--- config.mk ---
export PLATFORM = sky130hd
export DESIGN_NAME = mahu_ctrl
export DESIGN_NICKNAME = d
export VERILOG_FILES = /design/src/sv/mahu_pkg.sv /design/src/sv/mahu_ctrl.sv
export SDC_FILE = /design/constraint.sdc
export NUM_CORES = 1
export LEC_CHECK = 0
export BUFFER_PORTS_ARGS = -buffer_cell sky130_fd_sc_hd__buf_2
export CELL_PAD_IN_SITES_DETAIL_PLACEMENT = 0
export CELL_PAD_IN_SITES_GLOBAL_PLACEMENT = 1
export CORE_MARGIN = 4
export CORE_UTILIZATION = 44
export CTS_CLUSTER_DIAMETER = 120
export DETAILED_ROUTE_END_ITERATION = 10
export PLACE_DENSITY = 0.85
export SLEW_MARGIN = 5
export SYNTH_ARGS = -nofsm -noshare
export SYNTH_HDL_FRONTEND = slang
export SYNTH_SLANG_ARGS = --single-unit
--- constraint.sdc ---
create_clock -name clock -period 7.9 [get_ports clock]
set_clock_uncertainty 0.2 [all_clocks]
set_input_delay 0.395 -clock clock [delete_from_list [all_inputs] [get_ports clock]]
set_output_delay 0.395 -clock clock [all_outputs]
set_load 0.01 [all_outputs]
--- src/sv/mahu_pkg.sv ---
// Shared types, constants and arithmetic helpers of the attitude filter update block.
package mahu_pkg;

   localparam int QUAT_WIDTH   = 32;
   localparam int QF           = QUAT_WIDTH - 2;
   localparam int DATA_W       = 32;
   localparam int ACCEL_W      = 16;
   localparam int HSP_W        = 30;
   localparam int ACC_W        = 64;
   localparam int OPND_W       = 34;
   localparam int PROD_W       = 2 * OPND_W;
   localparam int ROOT_W       = 32;
   localparam int RAD_W        = 2 * ROOT_W;
   localparam int SQRT_CW      = $clog2(ROOT_W);
   localparam int ACCEL_SHIFT  = 46;
   localparam int RENORM_SHIFT = QF;
   localparam int DIV_NW       = (62 > 32 + QF) ? 62 : 32 + QF;
   localparam int DIV_RW       = DIV_NW + 1;
   localparam int DIV_CW       = $clog2(DIV_NW + 1);
   localparam int PC_W         = 6;
   localparam int TQ_W         = QUAT_WIDTH + 34;
   localparam int TQ_DN        = (QF >= 30) ? QF - 30 : 0;
   localparam int TQ_UP        = (QF < 30) ? 30 - QF : 0;

   localparam logic [HSP_W-1:0] HSP_RESET = HSP_W'(5368709);

   localparam logic [PC_W-1:0] PC_ACCEL_END = PC_W'(2);
   localparam logic [PC_W-1:0] PC_FB_START  = PC_W'(3);
   localparam logic [PC_W-1:0] PC_INT_START = PC_W'(16);
   localparam logic [PC_W-1:0] PC_LAST      = PC_W'(38);

   typedef struct packed {
      logic signed [DATA_W-1:0]  gyro_x;
      logic signed [DATA_W-1:0]  gyro_y;
      logic signed [DATA_W-1:0]  gyro_z;
      logic signed [ACCEL_W-1:0] accel_x;
      logic signed [ACCEL_W-1:0] accel_y;
      logic signed [ACCEL_W-1:0] accel_z;
   } req_type;

   typedef struct packed {
      logic signed [DATA_W-1:0] quat_w;
      logic signed [DATA_W-1:0] quat_x;
      logic signed [DATA_W-1:0] quat_y;
      logic signed [DATA_W-1:0] quat_z;
   } rsp_type;

   typedef enum logic [4:0] {
      OPD_Q0, OPD_Q1, OPD_Q2, OPD_Q3,
      OPD_A0, OPD_A1, OPD_A2,
      OPD_V0, OPD_V1, OPD_V2,
      OPD_G0, OPD_G1, OPD_G2,
      OPD_H0, OPD_H1, OPD_H2,
      OPD_N0, OPD_N1, OPD_N2, OPD_N3,
      OPD_ONE, OPD_HALF, OPD_HSP
   } opd_type;

   typedef enum logic [3:0] {
      DST_NONE,
      DST_V0, DST_V1, DST_V2,
      DST_G0, DST_G1, DST_G2,
      DST_H0, DST_H1, DST_H2,
      DST_N0, DST_N1, DST_N2, DST_N3
   } dst_type;

   typedef enum logic [1:0] {
      SHF_NONE, SHF_FLOOR2, SHF_RND24, SHF_RND30
   } shf_type;

   typedef struct packed {
      opd_type a;
      opd_type b;
      shf_type shift;
      logic    sub;
      logic    clr;
      dst_type dest;
   } uop_type;

   typedef enum logic [2:0] {
      ST_IDLE, ST_MUL, ST_ACC, ST_SQRT, ST_DIV, ST_DONE
   } state_type;

   typedef struct packed {
      logic       load;
      logic       mul_en;
      logic       acc_en;
      uop_type    uop;
      logic       renorm;
      logic       sqrt_start;
      logic       div_start;
      logic [1:0] start_idx;
      logic       div_write;
      logic [1:0] div_idx;
      logic       zero_state;
      logic       rsp_load;
   } cmd_type;

   typedef struct packed {
      logic acc_zero;
      logic sqrt_busy;
      logic root_zero;
      logic div_busy;
   } sts_type;

   function automatic uop_type mk(opd_type a, opd_type b, shf_type sh, logic sub, logic clr,
                                  dst_type dst);
      uop_type u;
      u.a     = a;
      u.b     = b;
      u.shift = sh;
      u.sub   = sub;
      u.clr   = clr;
      u.dest  = dst;
      return u;
   endfunction

   function automatic uop_type mahu_uop(logic [PC_W-1:0] pc);
      uop_type u;
      case (pc)
         6'd0:    u = mk(OPD_A0, OPD_A0, SHF_NONE, 1'b0, 1'b1, DST_NONE);
         6'd1:    u = mk(OPD_A1, OPD_A1, SHF_NONE, 1'b0, 1'b0, DST_NONE);
         6'd2:    u = mk(OPD_A2, OPD_A2, SHF_NONE, 1'b0, 1'b0, DST_NONE);
         6'd3:    u = mk(OPD_Q1, OPD_Q3, SHF_RND30, 1'b0, 1'b1, DST_NONE);
         6'd4:    u = mk(OPD_Q0, OPD_Q2, SHF_RND30, 1'b1, 1'b0, DST_V0);
         6'd5:    u = mk(OPD_Q0, OPD_Q1, SHF_RND30, 1'b0, 1'b1, DST_NONE);
         6'd6:    u = mk(OPD_Q2, OPD_Q3, SHF_RND30, 1'b0, 1'b0, DST_V1);
         6'd7:    u = mk(OPD_Q0, OPD_Q0, SHF_RND30, 1'b0, 1'b1, DST_NONE);
         6'd8:    u = mk(OPD_Q3, OPD_Q3, SHF_RND30, 1'b0, 1'b0, DST_NONE);
         6'd9:    u = mk(OPD_ONE, OPD_HALF, SHF_RND30, 1'b1, 1'b0, DST_V2);
         6'd10:   u = mk(OPD_A1, OPD_V2, SHF_RND30, 1'b0, 1'b1, DST_NONE);
         6'd11:   u = mk(OPD_A2, OPD_V1, SHF_RND30, 1'b1, 1'b0, DST_G0);
         6'd12:   u = mk(OPD_A2, OPD_V0, SHF_RND30, 1'b0, 1'b1, DST_NONE);
         6'd13:   u = mk(OPD_A0, OPD_V2, SHF_RND30, 1'b1, 1'b0, DST_G1);
         6'd14:   u = mk(OPD_A0, OPD_V1, SHF_RND30, 1'b0, 1'b1, DST_NONE);
         6'd15:   u = mk(OPD_A1, OPD_V0, SHF_RND30, 1'b1, 1'b0, DST_G2);
         6'd16:   u = mk(OPD_G0, OPD_HSP, SHF_RND24, 1'b0, 1'b1, DST_H0);
         6'd17:   u = mk(OPD_G1, OPD_HSP, SHF_RND24, 1'b0, 1'b1, DST_H1);
         6'd18:   u = mk(OPD_G2, OPD_HSP, SHF_RND24, 1'b0, 1'b1, DST_H2);
         6'd19:   u = mk(OPD_Q0, OPD_ONE, SHF_RND30, 1'b0, 1'b1, DST_NONE);
         6'd20:   u = mk(OPD_Q1, OPD_H0, SHF_RND30, 1'b1, 1'b0, DST_NONE);
         6'd21:   u = mk(OPD_Q2, OPD_H1, SHF_RND30, 1'b1, 1'b0, DST_NONE);
         6'd22:   u = mk(OPD_Q3, OPD_H2, SHF_RND30, 1'b1, 1'b0, DST_N0);
         6'd23:   u = mk(OPD_Q1, OPD_ONE, SHF_RND30, 1'b0, 1'b1, DST_NONE);
         6'd24:   u = mk(OPD_Q0, OPD_H0, SHF_RND30, 1'b0, 1'b0, DST_NONE);
         6'd25:   u = mk(OPD_Q2, OPD_H2, SHF_RND30, 1'b0, 1'b0, DST_NONE);
         6'd26:   u = mk(OPD_Q3, OPD_H1, SHF_RND30, 1'b1, 1'b0, DST_N1);
         6'd27:   u = mk(OPD_Q2, OPD_ONE, SHF_RND30, 1'b0, 1'b1, DST_NONE);
         6'd28:   u = mk(OPD_Q0, OPD_H1, SHF_RND30, 1'b0, 1'b0, DST_NONE);
         6'd29:   u = mk(OPD_Q1, OPD_H2, SHF_RND30, 1'b1, 1'b0, DST_NONE);
         6'd30:   u = mk(OPD_Q3, OPD_H0, SHF_RND30, 1'b0, 1'b0, DST_N2);
         6'd31:   u = mk(OPD_Q3, OPD_ONE, SHF_RND30, 1'b0, 1'b1, DST_NONE);
         6'd32:   u = mk(OPD_Q0, OPD_H2, SHF_RND30, 1'b0, 1'b0, DST_NONE);
         6'd33:   u = mk(OPD_Q1, OPD_H1, SHF_RND30, 1'b0, 1'b0, DST_NONE);
         6'd34:   u = mk(OPD_Q2, OPD_H0, SHF_RND30, 1'b1, 1'b0, DST_N3);
         6'd35:   u = mk(OPD_N0, OPD_N0, SHF_FLOOR2, 1'b0, 1'b1, DST_NONE);
         6'd36:   u = mk(OPD_N1, OPD_N1, SHF_FLOOR2, 1'b0, 1'b0, DST_NONE);
         6'd37:   u = mk(OPD_N2, OPD_N2, SHF_FLOOR2, 1'b0, 1'b0, DST_NONE);
         6'd38:   u = mk(OPD_N3, OPD_N3, SHF_FLOOR2, 1'b0, 1'b0, DST_NONE);
         default: u = mk(OPD_ONE, OPD_ONE, SHF_NONE, 1'b0, 1'b1, DST_NONE);
      endcase
      return u;
   endfunction

   function automatic logic signed [DATA_W-1:0] sat_acc32(logic signed [ACC_W-1:0] x);
      logic signed [ACC_W-1:0] hi;
      logic signed [ACC_W-1:0] lo;
      hi = {{(ACC_W-DATA_W+1){1'b0}}, {(DATA_W-1){1'b1}}};
      lo = {{(ACC_W-DATA_W+1){1'b1}}, {(DATA_W-1){1'b0}}};
      if (x > hi) return hi[DATA_W-1:0];
      if (x < lo) return lo[DATA_W-1:0];
      return x[DATA_W-1:0];
   endfunction

   function automatic logic signed [DATA_W-1:0] sat_div32(logic signed [DIV_RW-1:0] x);
      logic signed [DIV_RW-1:0] hi;
      logic signed [DIV_RW-1:0] lo;
      hi = {{(DIV_RW-DATA_W+1){1'b0}}, {(DATA_W-1){1'b1}}};
      lo = {{(DIV_RW-DATA_W+1){1'b1}}, {(DATA_W-1){1'b0}}};
      if (x > hi) return hi[DATA_W-1:0];
      if (x < lo) return lo[DATA_W-1:0];
      return x[DATA_W-1:0];
   endfunction

   function automatic logic signed [QUAT_WIDTH-1:0] sat_divq(logic signed [DIV_RW-1:0] x);
      logic signed [DIV_RW-1:0] hi;
      logic signed [DIV_RW-1:0] lo;
      hi = {{(DIV_RW-QUAT_WIDTH+1){1'b0}}, {(QUAT_WIDTH-1){1'b1}}};
      lo = {{(DIV_RW-QUAT_WIDTH+1){1'b1}}, {(QUAT_WIDTH-1){1'b0}}};
      if (x > hi) return hi[QUAT_WIDTH-1:0];
      if (x < lo) return lo[QUAT_WIDTH-1:0];
      return x[QUAT_WIDTH-1:0];
   endfunction

   function automatic logic signed [DATA_W-1:0] to_q30(logic signed [QUAT_WIDTH-1:0] v);
      logic signed [TQ_W-1:0] w;
      logic signed [TQ_W-1:0] rnd;
      logic signed [TQ_W-1:0] hi;
      logic signed [TQ_W-1:0] lo;
      rnd = (TQ_DN > 0) ? (TQ_W'(1) <<< (TQ_DN > 0 ? TQ_DN - 1 : 0)) : '0;
      hi  = {{(TQ_W-DATA_W+1){1'b0}}, {(DATA_W-1){1'b1}}};
      lo  = {{(TQ_W-DATA_W+1){1'b1}}, {(DATA_W-1){1'b0}}};
      w   = ((TQ_W'(v) + rnd) >>> TQ_DN) <<< TQ_UP;
      if (w > hi) return hi[DATA_W-1:0];
      if (w < lo) return lo[DATA_W-1:0];
      return w[DATA_W-1:0];
   endfunction

endpackage

--- src/sv/mahu_ctrl.sv ---
// Sequencer for the filter update: multiply-accumulate program, root and division steps.
module mahu_ctrl (
   input  logic              clock,
   input  logic              reset,
   input  logic              req_valid,
   output logic              req_ready,
   output logic              rsp_valid,
   input  logic              rsp_ready,
   output mahu_pkg::cmd_type cmd,
   input  mahu_pkg::sts_type sts
);
   import mahu_pkg::*;

   state_type       state_ff, state_in;
   logic [PC_W-1:0] pc_ff, pc_in;
   logic            phase_ff, phase_in;
   logic [1:0]      idx_ff, idx_in;
   logic            rsp_valid_ff, rsp_valid_in;
   logic            rsp_free;
   logic [1:0]      idx_last;

   assign rsp_free = !rsp_valid_ff || rsp_ready;
   assign idx_last = phase_ff ? 2'd3 : 2'd2;

   always_comb begin
      state_in = state_ff;
      pc_in    = pc_ff;
      phase_in = phase_ff;
      idx_in   = idx_ff;
      case (state_ff)
         ST_IDLE: begin
            if (req_valid) begin
               state_in = ST_MUL;
               pc_in    = '0;
               phase_in = 1'b0;
            end
         end
         ST_MUL: begin
            state_in = ST_ACC;
         end
         ST_ACC: begin
            if (pc_ff == PC_ACCEL_END) begin
               if (sts.acc_zero) begin
                  state_in = ST_MUL;
                  pc_in    = PC_INT_START;
                  phase_in = 1'b1;
               end else begin
                  state_in = ST_SQRT;
               end
            end else if (pc_ff == PC_LAST) begin
               state_in = ST_SQRT;
            end else begin
               state_in = ST_MUL;
               pc_in    = pc_ff + 1'b1;
            end
         end
         ST_SQRT: begin
            if (!sts.sqrt_busy) begin
               idx_in = '0;
               if (phase_ff && sts.root_zero) begin
                  state_in = ST_DONE;
               end else begin
                  state_in = ST_DIV;
               end
            end
         end
         ST_DIV: begin
            if (!sts.div_busy) begin
               if (idx_ff == idx_last) begin
                  if (phase_ff) begin
                     state_in = ST_DONE;
                  end else begin
                     state_in = ST_MUL;
                     pc_in    = PC_FB_START;
                     phase_in = 1'b1;
                  end
               end else begin
                  idx_in = idx_ff + 1'b1;
               end
            end
         end
         ST_DONE: begin
            if (rsp_free) begin
               state_in = ST_IDLE;
            end
         end
         default: begin
            state_in = ST_IDLE;
         end
      endcase
   end

   always_comb begin
      cmd           = '0;
      cmd.uop       = mahu_uop(pc_ff);
      cmd.renorm    = phase_ff;
      cmd.div_idx   = idx_ff;
      cmd.start_idx = idx_ff + 1'b1;
      case (state_ff)
         ST_IDLE: begin
            cmd.load = req_valid;
         end
         ST_MUL: begin
            cmd.mul_en = 1'b1;
         end
         ST_ACC: begin
            cmd.acc_en     = 1'b1;
            cmd.sqrt_start = (pc_ff == PC_ACCEL_END && !sts.acc_zero) || (pc_ff == PC_LAST);
         end
         ST_SQRT: begin
            cmd.start_idx = '0;
            if (!sts.sqrt_busy) begin
               if (phase_ff && sts.root_zero) begin
                  cmd.zero_state = 1'b1;
               end else begin
                  cmd.div_start = 1'b1;
               end
            end
         end
         ST_DIV: begin
            if (!sts.div_busy) begin
               cmd.div_write = 1'b1;
               cmd.div_start = idx_ff != idx_last;
            end
         end
         ST_DONE: begin
            cmd.rsp_load = rsp_free;
         end
         default: begin
            cmd.load = 1'b0;
         end
      endcase
   end

   always_comb begin
      rsp_valid_in = rsp_valid_ff;
      if (cmd.rsp_load) begin
         rsp_valid_in = 1'b1;
      end else if (rsp_ready) begin
         rsp_valid_in = 1'b0;
      end
   end

   always_ff @(posedge clock) begin
      if (reset) begin
         state_ff     <= ST_IDLE;
         pc_ff        <= '0;
         phase_ff     <= 1'b0;
         idx_ff       <= '0;
         rsp_valid_ff <= 1'b0;
      end else begin
         state_ff     <= state_in;
         pc_ff        <= pc_in;
         phase_ff     <= phase_in;
         idx_ff       <= idx_in;
         rsp_valid_ff <= rsp_valid_in;
      end
   end

   assign req_ready = state_ff == ST_IDLE;
   assign rsp_valid = rsp_valid_ff;
endmodule

==> results.sh <==
export IMPL_outcome="finished, final reports clean"
export IMPL_initial_utilization=0.4508
export IMPL_fin_tns_setup_ps=0
export IMPL_hold_violations=0
export IMPL_grt_pass1_vias=2142
export IMPL_whs_endpoint="rsp_valid"
export IMPL_use_met2=0.2821
export IMPL_cts_setup_buffers=0
export IMPL_synth_area_per_cell_sq_um=7.522
export IMPL_syn_cell_area_sq_um=2467
export IMPL_power_uw=407.6
export IMPL_dpl_hpwl_mm=4.791
export IMPL_reg2reg_slack_ps=3930
export IMPL_drt_iter0_drc=294
export IMPL_ys_seq_area_frac=0.2515
export IMPL_yosysTopAreaCell="dfxtp_1"
export IMPL_globalRouteMet1Util=0.2905
export IMPL_grt_max_degree=29
export IMPL_cts_root_buf="clkbuf_8"
export IMPL_diodes=0
export IMPL_crit_type="register to register"
export IMPL_ctsHtreeMaxLevel=2
export IMPL_synthTopCellsByArea="dfxtp_1 25%, a21oi_1 5.9%, nor2_1 4.3%"
export IMPL_antenna_found_initial=0
export IMPL_cp_data_arrival_time_ps=3950
export IMPL_fp_row_count=27
export IMPL_worstMarginPinSlew_ps=736.8
export IMPL_fin_nets=365
export IMPL_dr_pass1_iters=5
export IMPL_path_clk_slew_ps=70
export IMPL_core_area_sq_um=5473
export IMPL_vias_per_cell=6.171
export IMPL_period_share=0.5030
export IMPL_worstPathMaxFanout=10
export IMPL_worstReg2RegStart="pc_ff[0]"
export IMPL_ff2ff_path_depth=11
export IMPL_die_y_microns=82.89
export IMPL_clockBufferDepth=2
export IMPL_ant_nets=0
export IMPL_setup_viol=0
export IMPL_cts_tree="built"
export IMPL_power_density_nw_per_um2=150.3
export IMPL_clkLatencyLatePin_ps=280
export IMPL_synthCells=328
export IMPL_die_area_sq_um=6870
export IMPL_multi_input_comb_area_sq_um=1629
export IMPL_cts_buffers=5
export IMPL_rsz0062_at_grt="false"
export IMPL_synth_edff_count=0
export IMPL_yosys_area_top_type_share=0.2515
export IMPL_gp_congestion=0.9168
export IMPL_area_delta_synth_final_pct=9.888
export IMPL_max_freq_ghz=0.2517
export IMPL_detail_route_wl_per_cell_microns=16.69
export IMPL_cts_resized=0
export IMPL_gr_max_usage_layer="met1"
export IMPL_grt_ovfl_total=0
export IMPL_r2r_end="cmd[19]"
export IMPL_ys_types=70
export IMPL_use_met3=0.04563
export IMPL_num_vias=2598
export IMPL_route_detailed_drc=0
export IMPL_maxCapViolCount=0
export IMPL_worstPathRequired_ps=7880
export IMPL_hold_buffers=0
export IMPL_clkSinkCount=31
export IMPL_leakage_uw=0.001087
export IMPL_layout_drive_gt1_share=0.2092
export IMPL_ys_seq_elements=31
export IMPL_seq_area_sq_um=620.6
export IMPL_grt_usage=0.1949
export IMPL_cp_start_kind="register"
export IMPL_drv_slew=0
export IMPL_io_pins=41
export IMPL_synth_main_ff_cell="dfxtp_1"
export IMPL_min_path_cells=3
export IMPL_min_period_ps=3974
export IMPL_yosysWarnings=0
export IMPL_syn_nets=344
export IMPL_hold_start="rsp_ready"
export IMPL_grt_pass1_wl_mm=11.25
export IMPL_routed_wl_mm=7.025
export IMPL_ir_worst_vdd_mv=0.06724
export IMPL_io_buffer_count=40
export IMPL_relSlewSlack=0.5018
export IMPL_nFillCells=554
export IMPL_dieWidth_microns=82.89
export IMPL_synthArstFlopShare=0
export IMPL_cp_end_kind="register"
export IMPL_hold_path_class="input pin to register"
registers in the layout (all words and copies together) (netlist names):
register	count
cmd	18
pc_ff	6
state_ff	3
idx_ff	2
phase_ff	1
rsp_valid	1
worst max-delay path by stage:
| stage | start | endpoint | slack (ps) | cells after the start |
|---|---|---|---|---|
| 2_1_floorplan | pc_ff[0] | cmd[19] | 4330 | 14 |
| 3_3_place_gp | pc_ff[0] | cmd[19] | 4140 | 11 |
| 3_5_place_dp | pc_ff[0] | cmd[19] | 4050 | 11 |
| 4_1_cts | pc_ff[0] | cmd[19] | 4020 | 11 |
| 5_1_grt | pc_ff[0] | cmd[19] | 3630 | 11 |
| 6_report | pc_ff[0] | cmd[19] | 3930 | 11 |
final cells by class:
cell class	instances	share of cell area
Inverter	18	0.02538
Clock inverter	1	0.001846
Sequential cell	31	0.2289
Tap cell	72	0.03323
Multi-Input combinational cell	251	0.6008
Timing Repair Buffer	42	0.07937
Clock buffer	6	0.03046
cell families after synthesis:
kind of cell,Yosys count,synth area share
AOI/OAI and AO/OA,119,0.3459
and+or+nand+nor,119,0.2536
buffers and inverters,46,0.08823
DFF,31,0.2515
adders and majority gates,8,0.04057
muxes,3,0.01318
xor gates and xnor gates,2,0.007101
per-stage QoR:
stage	std cells	cell area, sq um	utilization	hold slack (ps)	setup WS [ps]
final	421	2711	0.4954	208.1	3927
after global routing	421	2711	0.4954	228.9	3627
after CTS	421	2711	0.4954	196.6	4016
after detailed placement	414	2624	0.4794	275.4	4055
after global placement	414	2624	0.4794	264.9	4145
after floorplan	328	2467	-	296.8	4328
where the power goes:
group	switching (uW)	leakage [uW]	internal, uW
Combinational	65.7	0.000788	40.8
Sequential	8.30	0.000252	165
Clock	59.8	0.0000470	68.3
Total	134	0.00109	274
cells in the final DEF (no fill, tap or decap), drive strengths merged, types with 3 or more instances in the layout:
| cell | Yosys | final |
|---|---|---|
| inv | 17 | 17 |
| ha | 8 | 8 |
| nand4b | 3 | 3 |
| clkbuf | 11 | 6 |
| a31oi | 6 | 6 |
| a21o | 3 | 3 |
| nor3 | 20 | 20 |
| a21boi | 5 | 5 |
| a211oi | 9 | 9 |
| o31ai | 3 | 3 |
| a21oi | 29 | 29 |
| nor2 | 28 | 28 |
| o21ai | 23 | 23 |
| nand3 | 12 | 12 |
| o221ai | 3 | 3 |
| nand2 | 21 | 21 |
| dfxtp | 31 | 31 |
| nor2b | 8 | 8 |
| or2 | 4 | 4 |
| buf | 17 | 42 |
| a311oi | 3 | 3 |
| nor3b | 4 | 4 |
| o211ai | 10 | 10 |
| a211o | 3 | 3 |
| nand2b | 3 | 3 |
critical path, cell delays in order, from the launching register on:
cell     delay [ps]
dfxtp_1         320
inv_1           200
ha_1            210
nor3b_1         500
a21oi_1         170
nor4b_1         650
nor3_2          200
ha_1            490
a31oi_1         230
nor3b_1          70
o311a_1         340
a211o_1         290
per-layer routing:
layer | routed length, microns | up-vias
met1 | 3314 | 1198
met5 | 0 | -
met3 | 529 | 16
met4 | 108 | 0
li1 | - | 1259
met2 | 3072 | 125
cell usage after synthesis, drive strengths merged (3+ instances only):
master	n
a211o	3
a211oi	9
a21boi	5
a21o	3
a21oi	29
a311oi	3
a31oi	6
buf	17
clkbuf	11
dfxtp	31
ha	8
inv	17
nand2	21
nand2b	3
nand3	12
nand4b	3
nor2	28
nor2b	8
nor3	20
nor3b	4
o211ai	10
o21ai	23
o221ai	3
o31ai	3
or2	4
Note: power is estimated with default switching activity, not from simulation.
